### config.mk
export PLATFORM = sky130hd
export DESIGN_NAME = odo_front
export DESIGN_NICKNAME = d
export VERILOG_FILES = /design/src/rtl/odo_pkg.sv /design/src/rtl/odo_front.sv
export SDC_FILE = /design/constraint.sdc
export NUM_CORES = 1
export LEC_CHECK = 0
export BUFFER_PORTS_ARGS = -buffer_cell sky130_fd_sc_hd__buf_2
export CAP_MARGIN = 20
export CORE_MARGIN = 4
export CORE_UTILIZATION = 50
export DETAILED_ROUTE_END_ITERATION = 8
export PLACE_DENSITY = 0.78
export SLEW_MARGIN = 20
export SYNTH_ARGS = -nofsm -noshare
export SYNTH_HDL_FRONTEND = slang
export SYNTH_SLANG_ARGS = --single-unit
export TNS_END_PERCENT = 100
### constraint.sdc
create_clock -name clk -period 12.15 [get_ports clk]
set_input_delay 1.8225 -clock clk [delete_from_list [all_inputs] [get_ports clk]]
set_output_delay 1.8225 -clock clk [all_outputs]
set_load 0.005 [all_outputs]
### src/rtl/odo_pkg.sv
// Package for the encoder/IMU odometry block: shared types, register codes,
// back-end states and the CORDIC arctangent table. No dependencies.
`timescale 1ns / 1ps
`default_nettype none
package odo_pkg;

    localparam int ANGLE_BITS_DEF      = 16;
    localparam int TRIG_ITERATIONS_DEF = 16;
    localparam int TABLE_LEN           = 24;

    // CORDIC gain 0.6072529350 in Q2.30
    localparam logic signed [33:0] CORDIC_GAIN = 34'sd652032874;

    // Configuration register indexes
    localparam logic [1:0] REG_DIST_PER_COUNT = 2'd0;
    localparam logic [1:0] REG_OFFSET_X       = 2'd1;
    localparam logic [1:0] REG_OFFSET_Y       = 2'd2;

    // Item commands
    localparam logic CMD_SAMPLE   = 1'b0;
    localparam logic CMD_SET_POSE = 1'b1;

    typedef enum logic [2:0] {
        ST_IDLE,
        ST_SCALE,
        ST_ROT,
        ST_MUL,
        ST_SUM,
        ST_ACC,
        ST_OUT
    } state_t;

    // Classified item handed from the front end to the back end
    typedef struct packed {
        logic               cmd;
        logic signed [31:0] dx_count;
        logic signed [31:0] dy_count;
        logic [15:0]        heading;
        logic signed [31:0] new_x;
        logic signed [31:0] new_y;
    } q_item_t;

    typedef struct packed {
        logic [15:0]        dist_per_count;
        logic signed [31:0] offset_x;
        logic signed [31:0] offset_y;
    } cfg_t;

    // Arctangent of 2^-i in 2^-32 turns
    function automatic logic [31:0] atan_turns(input logic [4:0] idx);
        logic [31:0] r;
        unique case (idx)
            5'd0:    r = 32'h20000000;
            5'd1:    r = 32'h12E4051E;
            5'd2:    r = 32'h09FB385B;
            5'd3:    r = 32'h051111D4;
            5'd4:    r = 32'h028B0D43;
            5'd5:    r = 32'h0145D7E1;
            5'd6:    r = 32'h00A2F61E;
            5'd7:    r = 32'h00517C55;
            5'd8:    r = 32'h0028BE53;
            5'd9:    r = 32'h00145F2F;
            5'd10:   r = 32'h000A2F98;
            5'd11:   r = 32'h000517CC;
            5'd12:   r = 32'h00028BE6;
            5'd13:   r = 32'h000145F3;
            5'd14:   r = 32'h0000A2FA;
            5'd15:   r = 32'h0000517D;
            5'd16:   r = 32'h000028BE;
            5'd17:   r = 32'h0000145F;
            5'd18:   r = 32'h00000A30;
            5'd19:   r = 32'h00000518;
            5'd20:   r = 32'h0000028C;
            5'd21:   r = 32'h00000146;
            5'd22:   r = 32'h000000A3;
            5'd23:   r = 32'h00000051;
            default: r = 32'h00000000;
        endcase
        return r;
    endfunction

endpackage
`default_nettype wire

### src/rtl/odo_front.sv
// Front end of the odometry block: accepts items, forms count deltas against
// the stored reference and queues them for the back end. Uses odo_pkg.
`timescale 1ns / 1ps
`default_nettype none
module odo_front (
    input  wire logic            clk,
    input  wire logic            rst_n,
    input  wire logic            in_valid,
    output logic                 in_ready,
    input  wire logic            in_cmd,
    input  wire logic [31:0]     in_x_count,
    input  wire logic [31:0]     in_y_count,
    input  wire logic [15:0]     in_heading,
    input  wire logic [31:0]     in_new_x,
    input  wire logic [31:0]     in_new_y,
    output logic                 q_valid,
    output odo_pkg::q_item_t     q_item,
    input  wire logic            q_pop
);

    odo_pkg::q_item_t q_reg [2];
    logic [31:0]      ref_x_reg;
    logic [31:0]      ref_y_reg;
    logic             wr_ptr_reg;
    logic             rd_ptr_reg;
    logic [1:0]       count_reg;
    logic [1:0]       count_next;
    logic             push;
    odo_pkg::q_item_t entry;

    assign in_ready = (count_reg != 2'd2);
    assign push     = in_valid && in_ready;
    assign q_valid  = (count_reg != 2'd0);
    assign q_item   = q_reg[rd_ptr_reg];

    // Classify: deltas wrap modulo 2^32
    always_comb
    begin
        entry.cmd      = in_cmd;
        entry.dx_count = in_x_count - ref_x_reg;
        entry.dy_count = in_y_count - ref_y_reg;
        entry.heading  = in_heading;
        entry.new_x    = in_new_x;
        entry.new_y    = in_new_y;
    end

    always_comb
    begin
        count_next = count_reg;
        if (push && !q_pop)
        begin
            count_next = count_reg + 2'd1;
        end
        else if (!push && q_pop)
        begin
            count_next = count_reg - 2'd1;
        end
    end

    // Advance the reference and queue pointers
    always_ff @(posedge clk or negedge rst_n)
    begin
        if (!rst_n)
        begin
            ref_x_reg  <= '0;
            ref_y_reg  <= '0;
            wr_ptr_reg <= 1'b0;
            rd_ptr_reg <= 1'b0;
            count_reg  <= '0;
        end
        else
        begin
            count_reg <= count_next;
            if (push)
            begin
                ref_x_reg  <= in_x_count;
                ref_y_reg  <= in_y_count;
                wr_ptr_reg <= ~wr_ptr_reg;
            end
            if (q_pop)
            begin
                rd_ptr_reg <= ~rd_ptr_reg;
            end
        end
    end

    // Queue storage
    always_ff @(posedge clk)
    begin
        if (push)
        begin
            q_reg[wr_ptr_reg] <= entry;
        end
    end

endmodule
`default_nettype wire

* Yosys cells after proc, flatten, opt, wreduce, memory -nomap -nowiden *
Memory sizes are Yosys's and may differ from the RTL's.
Cells that the tools add are included.

word-level totals
  bits of input ports = 149
  register bits = 68
  output and inout bits = 147
  memories kept = 1
  RAM bits = 290

operators by class
  mux-type cells = 4
  reduce and logical (&&, ||, !) cells = 7
  add/subtract/negate cells = 4
  bitwise logic cells = 2
  equality and inequality tests = 1

memory list
  memory  words  width  rd ports  clocked after memory_dff  write ports  line             RTL
  q_reg   2      145    1         0                         1            odo_front.sv:21  odo_pkg::q_item_t q_reg [2];

operator list
  operator             count
  $sub 32x32->32       2
  $mux 2               2
  $reduce_bool 2->1    2
  $logic_and 1x1->1    3
  $add 2x1->2 const B  1
  $logic_not 1->1      2
  $mux 1               2
  $ne 2x2->1 const B   1
  $not 1->1            2
  $sub 2x1->2 const B  1

* Depth between registers and ports, before layout *
Gate-level depths: netlist of the first run.

  depth in word-level cells = 6
  depth in mapped cells = 11
  depth with buffers taken out = 11

* Least setup slack after synthesis of the first run *
OpenSTA, ideal clock, no wires.

  kind = input to register
  from = input in_valid
  to = memory q_reg[0][0] in the netlist's numbering (enable)
  setup time = 0.652 ns
  path buffers = 0
  stages on the path = 2
  data required time = 11.498 ns
  slack = 3.491 ns
  arrival = 8.007 ns
  cells stage by stage = nand2_1 -> nor2_1

between the ends
  cells in the longest elaborated chain, start to end = 3

RTL lines
  element                       line             RTL
  from (decl)                   odo_front.sv:8   input wire logic in_valid,
  $logic_and 1x1->1             odo_front.sv:32  assign push = in_valid && in_ready;
  $mux 1                        odo_front.sv:90  if (push)
  $mux 1 (implied by the code)  odo_front.sv:92  q_reg[wr_ptr_reg] <= entry;
  to (decl)                     odo_front.sv:21

Every way passes these cells.

==> results of run 1 <==
-- placed cells by master, fill, tap and decap left out, types with 5 or more instances in the layout --
cell / instances
nand4_1: 10
o21a_1: 7
o21ai_0: 81
nor2_1: 27
clkbuf_1: 8
xnor2_1: 34
clkbuf_16: 40
and3_1: 13
a21oi_1: 53
clkinv_1: 5
nand3_1: 10
mux2_2: 145
clkinv_2: 7
o211ai_1: 8
buf_4: 8
dfrtp_1: 67
nor3_1: 7
ha_1: 63
buf_2: 294
nand2_1: 113
xor2_1: 27
edfxtp_1: 290
nor2b_1: 7
inv_1: 81
o21bai_1: 8
nand2b_1: 9
a21o_1: 32
-- routing by layer --
metal  wire length, microns  share of wire
met5                     51         0.0014
met4                    521          0.015
met3                   2610          0.074
met2                  17100           0.48
met1                  15200           0.43
-- stage by stage --
| step | util | instance area (sq um) | hold WS, ns | std cells | setup WS (ns) |
|---|---|---|---|---|---|
| after floorplan | - | 16300 | 0.454 | 1186 | 3.49 |
| after global placement | 0.572 | 18200 | 0.478 | 1885 | 7.68 |
| after detailed placement | 0.572 | 18200 | 0.484 | 1885 | 7.62 |
| after CTS | 0.612 | 19500 | 0.491 | 1955 | 7.55 |
| after global routing | 0.612 | 19500 | 0.521 | 1955 | 7.46 |
| final | 0.612 | 19500 | 0.491 | 1959 | 7.53 |
-- worst max-delay path by stage --
stage,startpoint,to,slack [ns],cells after the start
2_1_floorplan,in_valid,q_reg[0][0],3.49,2
3_3_place_gp,in_valid,count_reg[1],7.68,8
3_5_place_dp,in_valid,count_reg[1],7.62,8
4_1_cts,rd_ptr_reg,q_item[143],7.55,3
5_1_grt,rd_ptr_reg,q_item[143],7.46,3
6_report,rd_ptr_reg,q_item[142],7.53,3
-- power breakdown --
part           total [W]  switching, W  internal, W  leakage, nW
Combinational    0.00202       0.00114     0.000882         3.84
Sequential       0.00203      0.000124      0.00191         3.52
Clock            0.00115      0.000460     0.000687        0.614
-- kinds of logic after synthesis --
family,Yosys count,share of synthesized area
mux,145,0.100
flops,358,0.639
fa+ha+maj,65,0.0508
compound gates,231,0.0928
simple gates,205,0.0564
xor+xnor,61,0.0328
buf+inv,121,0.0283
-- cells in the mapped netlist (all sizes together), types with 2 or more instances --
master     n
xor2      27
o21a       7
a211oi     4
or2        2
a221oi     3
o211ai     8
nand2b     9
nand3     10
nand2    113
and3      13
inv       82
a2111oi    2
clkbuf    35
o21bai     8
a21boi     4
nor2      29
nor2b      8
nor3       7
nand4     10
a21o      32
fa         2
o21ai     88
o31ai      2
o211a      2
dfrtp     68
edfxtp   290
nor4       2
mux2     145
a31oi      6
a21oi     56
buf        4
xnor2     34
o2111ai    2
ha        63
-- area by class of cell --
type / instances / area [sq um] / area share
Timing Repair Buffer: 303 / 1540 / 0.0790
Inverter: 82 / 309 / 0.0158
Antenna cell: 4 / 10.0 / 0.000513
Tap cell: 435 / 544 / 0.0279
Clock buffer: 51 / 1070 / 0.0549
Sequential cell: 358 / 10400 / 0.533
Multi-Input combinational cell: 707 / 5440 / 0.279
Clock inverter: 19 / 188 / 0.00961
==> out/metrics.yaml, run 1 <==
outcome:
  run_status: "finished clean"
worst_setup_path:
  required_ns: 10.33
  path_buf_inv: 2
  top_delay_family_on_crit_path: "buffers and inverters"
  regToRegSetupSlack_ns: 9.04
  path_class: "reg -> out"
  arrival_time_of_the_worst_setup_path_ns: 2.79
  cp_cell_sequence: "buf_4, mux2_2, buf_2"
  crit_fanout: 59
  worst_setup_path_end_kind: "primary output"
  timing.critical_path.from_type: "flip-flop"
  highest_cell_delay_on_the_worst_timing_path_ns: 0.82
  critical_path.reg2reg.endpoint: "count_reg[1]"
  r2r_start: "count_reg[0]"
  crit_path_top_delay_cell: "dfrtp_4"
  r2r.worst_path.cells: 8
clock_network:
  worst_setup_hold_path_clk_slew_ns: 0.06
  numCtsBuffers: 39
  postCtsSetupRepairBufs: 0
  numClockSinks: 358
  clock_tree.buffer_depth: 3
  cts_tree: "done"
  insertion_delay_ns: 0.52
  hold_buffers: 0
  cts.repair.resized: 0
  clockRootBuffer: "clkbuf_16"
  cts.htree.levels: 2
cells_and_area:
  largest_register_ff_count: 290
  areaGrowthSynthToFinish_pct: 19.8
  fillers: 2421
  drive_gt1_frac: 0.347
  final_net_count: 1705
logic_synthesis:
  top_area_cells_in_the_synthesized_netlist: "edfxtp_1, dfrtp_1, mux2_2"
  synth_area_per_cell_sq_um: 13.7
  post-synth-top-area-cell: "edfxtp_1"
  synth_cell_type_count: 54
  syn_inst: 1186
  synth-edff-count: 290
  ys_async_rst_share: 0.190
  synth.cell_area_sq_mm: 0.0163
  netlist.area_leader.share: 0.534
  ys_seq_area_frac: 0.639
  synth-main-ff-cell: "edfxtp_1"
  synth-warning-count: 0
  ys_ff_latch: 358
  synth_fp_nets: 1400
hold_path:
  hold_path_end: "count_reg[1]"
  hold_path_stages: 1
  min-delay-start: "count_reg[1]"
  hold_path.class: "reg -> reg"
grt:
  antenna_violations_before_repair: 6
  grtUsageMet1: 0.256
  global_route.peak_usage_layer: "met2"
  use_met3: 0.0471
  grt_max_degree: 87
  grt_first_pass_wirelength_microns: 55900
  global_route.usage.met2: 0.335
  grt_pass1_vias: 10500
  grt-ovfl-total: 0
  global_route.usage.total: 0.195
timing:
  unrepaired_setup_endpoints_after_global_routing: "no"
  final-max-slew-violation-count: 0
  worst_clock_skew_ns: 0.0116
  worst_max_slew_margin_expressed_relative_to_the_limit: 0.371
  fin_crit_sh: 0.380
  finalSetupViolations: 0
  finalHoldViolCount: 0
  fmax_ghz: 0.217
  max_slew.worst_pin.slew_ns: 0.944
  fin_setup_tns_ns: 0
  timing.final.crit_period_ns: 4.62
routing:
  routed_wire_length_per_instance_microns: 18.1
  drt_iter0_markers: 572
  routed-via-count: 10300
  totalWireLength_microns: 35400
  drt_drc_violations_left: 0
  drt-pass1-iter-count: 5
  ant_nets: 0
  via_per_inst: 5.26
floorplanning:
  io-pin-count: 296
  die-area_sq_mm: 0.0355
  die_h_microns: 189
  placement_rows: 65
  floorplan.initialDensity: 0.511
  placeableCoreArea_sq_mm: 0.0319
  die_width_microns: 189
placed_design:
  gp_congestion: 0.855
  place_hpwl_microns: 24700
  portBuffers: 295
pwr:
  ir_drop_uv: 164
  leakagePower_nw: 7.97
  total_power_w: 0.00520
  cellPowerDensity_mw_per_mm2: 266
run:
  drv_cap: 0
Note: power is estimated with default switching activity, not from simulation.
==> run 2: changes to the inputs <==
Settings changed: ABC_AREA set to 1, PLACE_DENSITY 0.78 to 0.77.
Clock period 12.15 ns to 4.25 ns, I/O delays scaled along.
==> out/metrics.yaml, run 2 <==
outcome:
  run_status: "finished clean"
clock_network:
  numClockSinks: 358  # unchanged
  worst_setup_hold_path_clk_slew_ns: 0.06  # about the same
  postCtsSetupRepairBufs: 0  # unchanged
  clockRootBuffer: "clkbuf_16"
  cts.repair.resized: 0  # unchanged
  clock_tree.buffer_depth: 3  # unchanged
  insertion_delay_ns: 0.56  # +0.04 ns
  hold_buffers: 0  # unchanged
  numCtsBuffers: 39  # unchanged
  cts.htree.levels: 2  # unchanged
  cts_tree: "done"
worst_setup_path:
  timing.critical_path.from_type: "flip-flop"
  r2r_start: "count_reg[0]"
  worst_setup_path_end_kind: "primary output"
  regToRegSetupSlack_ns: 1.93  # -7.11 ns
  crit_fanout: 61  # +3.4%
  path_class: "reg -> out"
  arrival_time_of_the_worst_setup_path_ns: 2.57  # -0.22 ns
  critical_path.reg2reg.endpoint: "q_reg[0][123]"
  required_ns: 3.61  # -6.72 ns
  r2r.worst_path.cells: 5  # -3
logic_synthesis:
  synth-main-ff-cell: "edfxtp_1"
  syn_inst: 1750  # +48%
  synth.cell_area_sq_mm: 0.0179  # +9.6%
  synth_most_common_cell: "nand2_1"
  synth_fp_nets: 1964  # +40%
  ys_ff_latch: 358  # unchanged
  post-synth-top-area-cell: "edfxtp_1"
  ys_async_rst_share: 0.190  # unchanged
  synth_area_per_cell_sq_um: 10.2  # -26%
  synth_cell_type_count: 30  # -44%
  netlist.area_leader.share: 0.488  # -0.0467
  synth-edff-count: 290  # unchanged
  ys_seq_area_frac: 0.583  # -0.0558
  synth_commonest_cells: "nand2_1, inv_1, edfxtp_1, mux2_2, nor2_1"
  synth-warning-count: 0  # unchanged
  top_area_cells_in_the_synthesized_netlist: "edfxtp_1, nand2_1, dfrtp_1"
cells_and_area:
  largest_register_ff_count: 290  # unchanged
  areaGrowthSynthToFinish_pct: 18.0
  drive_gt1_frac: 0.255  # -0.0925
  fillers: 2871  # +19%
  final_cell_mix: "nand2_1, inv_1, buf_2, edfxtp_1, mux2_2"
  final_net_count: 2276  # +33%
  fin_area_sq_mm: 0.0211  # +7.9%
  layout_commonest_cell: "nand2_1"
routing:
  via_per_inst: 5.03  # -4.4%
  drt_drc_violations_left: 0  # unchanged
  ant_nets: 0  # unchanged
  drt-pass1-iter-count: 5  # unchanged
  routed-via-count: 12800  # +24%
  drt_iter0_markers: 884  # +55%
  totalWireLength_microns: 42200  # +19%
  routed_wire_length_per_instance_microns: 16.6  # -8.5%
pwr:
  leakagePower_nw: 9.91  # +24%
  cellPowerDensity_mw_per_mm2: 738  # +180%
  ir_drop_uv: 434  # +160%
  total_power_w: 0.0155  # +200%
grt:
  grt_pass1_vias: 12400  # +18%
  grt_first_pass_wirelength_microns: 66000  # +18%
  grt-ovfl-total: 0  # unchanged
  antenna_violations_before_repair: 4  # -2
  grt_max_degree: 147  # +69%
  global_route.usage.total: 0.214  # +0.0190
floorplanning:
  die_h_microns: 197  # +4.5%
  placement_rows: 68  # +4.6%
  floorplan.initialDensity: 0.512  # +0.000723
  io-pin-count: 296  # unchanged
  die-area_sq_mm: 0.0388  # +9.2%
  die_width_microns: 197  # +4.5%
  placeableCoreArea_sq_mm: 0.0349  # +9.4%
timing:
  finalSetupViolations: 0  # unchanged
  max_slew.worst_pin.slew_ns: 1.05  # +0.109 ns
  fin_setup_tns_ns: 0  # unchanged
  worst_clock_skew_ns: 0.0214  # +0.00988 ns
  final-max-slew-violation-count: 0  # unchanged
  finalHoldViolCount: 0  # unchanged
  timing.final.crit_period_ns: 3.21
  fin_crit_sh: 0.755
  worst_max_slew_margin_expressed_relative_to_the_limit: 0.299  # -0.0725
  fmax_ghz: 0.312
  unrepaired_setup_endpoints_after_global_routing: "no"
placed_design:
  gp_congestion: 0.933  # +9.0%
  portBuffers: 295  # unchanged
  place_hpwl_microns: 31400  # +27%
  placedInstanceArea_sq_mm: 0.0199  # +8.9%
run:
  drv_cap: 0  # unchanged
hold_path:
  hold_path.class: "in -> async"
## run 2: metal layers
metal,GRT usage,vias up,part of all wire
li1,-,6316,-
met1,0.276,5987,0.41
met2,0.360,426,0.48
met3,0.0470,87,0.073
met4,0.0745,4,0.034
met5,0,-,0.00062
## run 2: logic make-up (layout without fill, tap and decap cells)
logic type,Yosys count,after routing,share of synthesized area
simple gates,700,700,0.157
flops,358,358,0.583
other cells,0,2,0
compound gates,115,115,0.0340
xor+xnor,33,33,0.0162
mux,145,145,0.0914
fa+ha+maj,65,65,0.0464
buf+inv,334,675,0.0724
## run 2: worst max path at each step
| stage | start | to | slack, ns |
|---|---|---|---|
| detailed placement | in_x_count[0] | q_reg[0][140] | 1.57 |
| floorplan | in_valid | q_reg[0][0] | 0.73 |
| finish | rd_ptr_reg | q_item[108] | 1.04 |
| CTS | rd_ptr_reg | q_item[108] | 0.99 |
| global route | rd_ptr_reg | q_item[108] | 0.93 |
| global placement | rd_ptr_reg | q_item[108] | 1.61 |
## run 2: final cells by class
class | instances | area (sq um) | area share
flip-flops and latches | 358 | 10400 | 0.494
inverters | 303 | 1140 | 0.0541
repair buffers | 302 | 1580 | 0.0751
well taps | 455 | 569 | 0.0270
diodes | 2 | 5.00 | 0.000238
clock inverters | 18 | 141 | 0.00671
clock buffers | 52 | 1040 | 0.0496
multi-input cells | 1058 | 6170 | 0.293
## run 2: report_power, final
group	switching (W)	total (W)	internal [W]	leakage [nW]
clock	0.00135	0.00316	0.00181	0.585
sequential	0.000434	0.00585	0.00542	3.52
combinational	0.00397	0.00653	0.00256	5.81
total	0.00576	0.0155	0.00978	9.91
## run 2: through the flow
step                      hold WS, ns  setup WS (ns)   util  std cells
final                           0.209           1.04  0.604       2548
after global routing            0.243          0.928  0.604       2547
after CTS                       0.232          0.989  0.604       2546
after detailed placement        0.485           1.57  0.570       2476
after global placement          0.472           1.61  0.570       2476
after floorplan                 0.342          0.728      -       1750
## run 2: worst max-delay path, cell delays in order (launching register included)
cell and delay [ns]:
dfrtp_4 1.03, buf_4 0.40, mux2_2 0.39, buf_2 0.16
==> run 3: changes to the inputs <==
Clock period 4.25 ns to 3.1 ns, I/O delays scaled along.
==> out/metrics.yaml, run 3 (synthesis gave the netlist of run 2 again) <==
outcome:
  run_status: "finished clean"
worst_setup_path:
  arrival_time_of_the_worst_setup_path_ns: 2.22  # -0.35 ns
  path_class: "reg -> out"
  required_ns: 2.63  # -0.98 ns
  timing.critical_path.from_type: "flip-flop"
  worst_setup_path_end_kind: "primary output"
  crit_fanout: 34  # -44%
timing:
  finalHoldViolCount: 0  # unchanged
  timing.final.crit_period_ns: 2.68
  finalSetupViolations: 0  # unchanged
  worst_max_slew_margin_expressed_relative_to_the_limit: 0.496  # +0.197
  worst_clock_skew_ns: 0.0260  # +0.00454 ns
  fin_crit_sh: 0.866
  final-max-slew-violation-count: 0  # unchanged
  unrepaired_setup_endpoints_after_global_routing: "no"
  fmax_ghz: 0.373
  max_slew.worst_pin.slew_ns: 0.756  # -0.296 ns
cells_and_area:
  antenna-diode-count: 0  # -2
  final_net_count: 2280  # +0.18%
  final_cell_mix: "nand2_1, inv_1, buf_2, edfxtp_1, mux2_2"
  drive_gt1_frac: 0.257  # +0.00238
  finish.cell_count_without_fillers: 2550  # +0.078%
  register_area_sq_mm: 0.0104  # unchanged
  fin_area_sq_mm: 0.0212  # +0.67%
  layout_commonest_cell: "nand2_1"
  multi_input_comb_area_sq_mm: 0.00618  # +0.20%
  areaGrowthSynthToFinish_pct: 18.7
  largest_register_ff_count: 290  # unchanged
  fillers: 2883  # +0.42%
pwr:
  ir_drop_uv: 644  # +48%
  power_report.internal_total_w: 0.0137  # +40%
  combPwrFrac: 0.427  # +0.007
  p_clk_frac: 0.210  # +0.007
  leakagePower_nw: 9.98  # +0.69%
  p_sw_w: 0.00795  # +38%
  pwr-share-seq: 0.363  # -0.013
  swShare: 0.368  # -0.00252
  cellPowerDensity_mw_per_mm2: 1020  # +38%
floorplanning:
  placement_rows: 68  # unchanged
  io-pin-count: 296  # unchanged
  die_h_microns: 197  # unchanged
  die-area_sq_mm: 0.0388  # unchanged
  placeableCoreArea_sq_mm: 0.0349  # unchanged
  die_width_microns: 197  # unchanged
  floorplan.initialDensity: 0.512  # unchanged
grt:
  global_route.usage.total: 0.214  # -0.000433
  global_route.usage.met2: 0.363  # +0.00242
  grtUsageMet1: 0.284  # +0.00798
  grt_max_degree: 122  # -17%
  grt-ovfl-total: 0  # unchanged
  global_route.peak_usage_layer: "met2"
  use_met3: 0.0362  # -0.0108
  antenna_violations_before_repair: 2  # -2
  grt_pass1_vias: 12600  # +0.99%
  grt_first_pass_wirelength_microns: 66100  # +0.17%
clock_network:
  clockRootBuffer: "clkbuf_16"
  numClockSinks: 358  # unchanged
  clock_tree.buffer_depth: 3  # unchanged
  insertion_delay_ns: 0.55  # about the same
  worst_setup_hold_path_clk_slew_ns: 0.06  # about the same
  cts.repair.resized: 0  # unchanged
  cts.htree.levels: 2  # unchanged
  numCtsBuffers: 38  # -2.6%
  postCtsSetupRepairBufs: 0  # unchanged
  cts_tree: "done"
placed_design:
  portBuffers: 295  # unchanged
  post-place-cells: 2480  # +0.16%
  gp_congestion: 0.906  # -2.8%
  placedInstanceArea_sq_mm: 0.0199  # +0.34%
  place_hpwl_microns: 31100  # -0.96%
routing:
  routed_wire_length_per_instance_microns: 16.5  # -0.56%
  drt-pass1-iter-count: 5  # unchanged
  drt_drc_violations_left: 0  # unchanged
  drt_iter0_markers: 672  # -24%
  totalWireLength_microns: 42000  # -0.49%
  via_per_inst: 4.98  # -1.1%
  ant_nets: 0  # unchanged
  routed-via-count: 12700  # -1.0%
run:
  drv_cap: 0  # unchanged
hold_path:
  hold_path.class: "in -> reg"
==> run 3: area by class of cell <==
class	instances	share of cell area
timing repair buffer	307	0.0777
multi-input combinational	1058	0.291
sequential	358	0.491
clock inverter	20	0.0109
tap	455	0.0268
clock buffer	49	0.0483
inverter	303	0.0537
==> run 3: path summary, 6_finish.rpt <==
path                            endpoint  cells past startpoint            from  slack, ns
setup / recovery              q_item[33]                      3      rd_ptr_reg       0.42
hold / removal              q_reg[0][76]                      1  in_heading[12]       0.10
setup reg to reg            count_reg[1]                      8    count_reg[0]       0.87
hold reg to reg             count_reg[0]                      1    count_reg[0]       0.50
max in group asynchronous     rd_ptr_reg                      2           rst_n       2.01
min in group asynchronous  ref_y_reg[22]                      2           rst_n       0.52
==> run 3: power groups by stage <==
stage               Combinational, W  Clock [W]  Sequential [W]
global route                  0.0103    0.00486         0.00798
detailed placement           0.00920          0         0.00794
global placement             0.00906          0         0.00784
CTS                          0.00928    0.00464         0.00785
finish                       0.00922    0.00453         0.00784
floorplan                    0.00616          0         0.00780
==> run 3: metrics by stage <==
step            util  hold WS (ns)  total power (W)  TNS (ns)  worst slack (ns)
3_5_place_dp   0.572         0.485           0.0171         0             0.796
5_1_grt        0.608        0.0812           0.0232         0             0.354
6_report       0.608         0.101           0.0216         0             0.417
2_1_floorplan      -         0.169           0.0140    -27.63            -0.176
3_3_place_gp   0.572         0.480           0.0169         0             0.805
4_1_cts        0.608        0.0743           0.0218         0             0.383
==> run 3: worst max-delay path: stages, from the launching register on <==
cell and delay [ns]:
dfrtp_4 0.65, buf_4 0.46, mux2_2 0.41, buf_2 0.13
==> run 3: layer usage <==
metal  part of all wire  vias to the layer above
li1                   -                     6315
met1               0.43                     5948
met2               0.48                      364
met3              0.063                       61
met4              0.024                        4
met5            0.00076                        -
==> run 3: timing repair <==
action | CTS | global route
endpoints found under the hold margin | 1 | 0
setup endpoints to repair | 0 | 0
hold buffers | 1 | 0
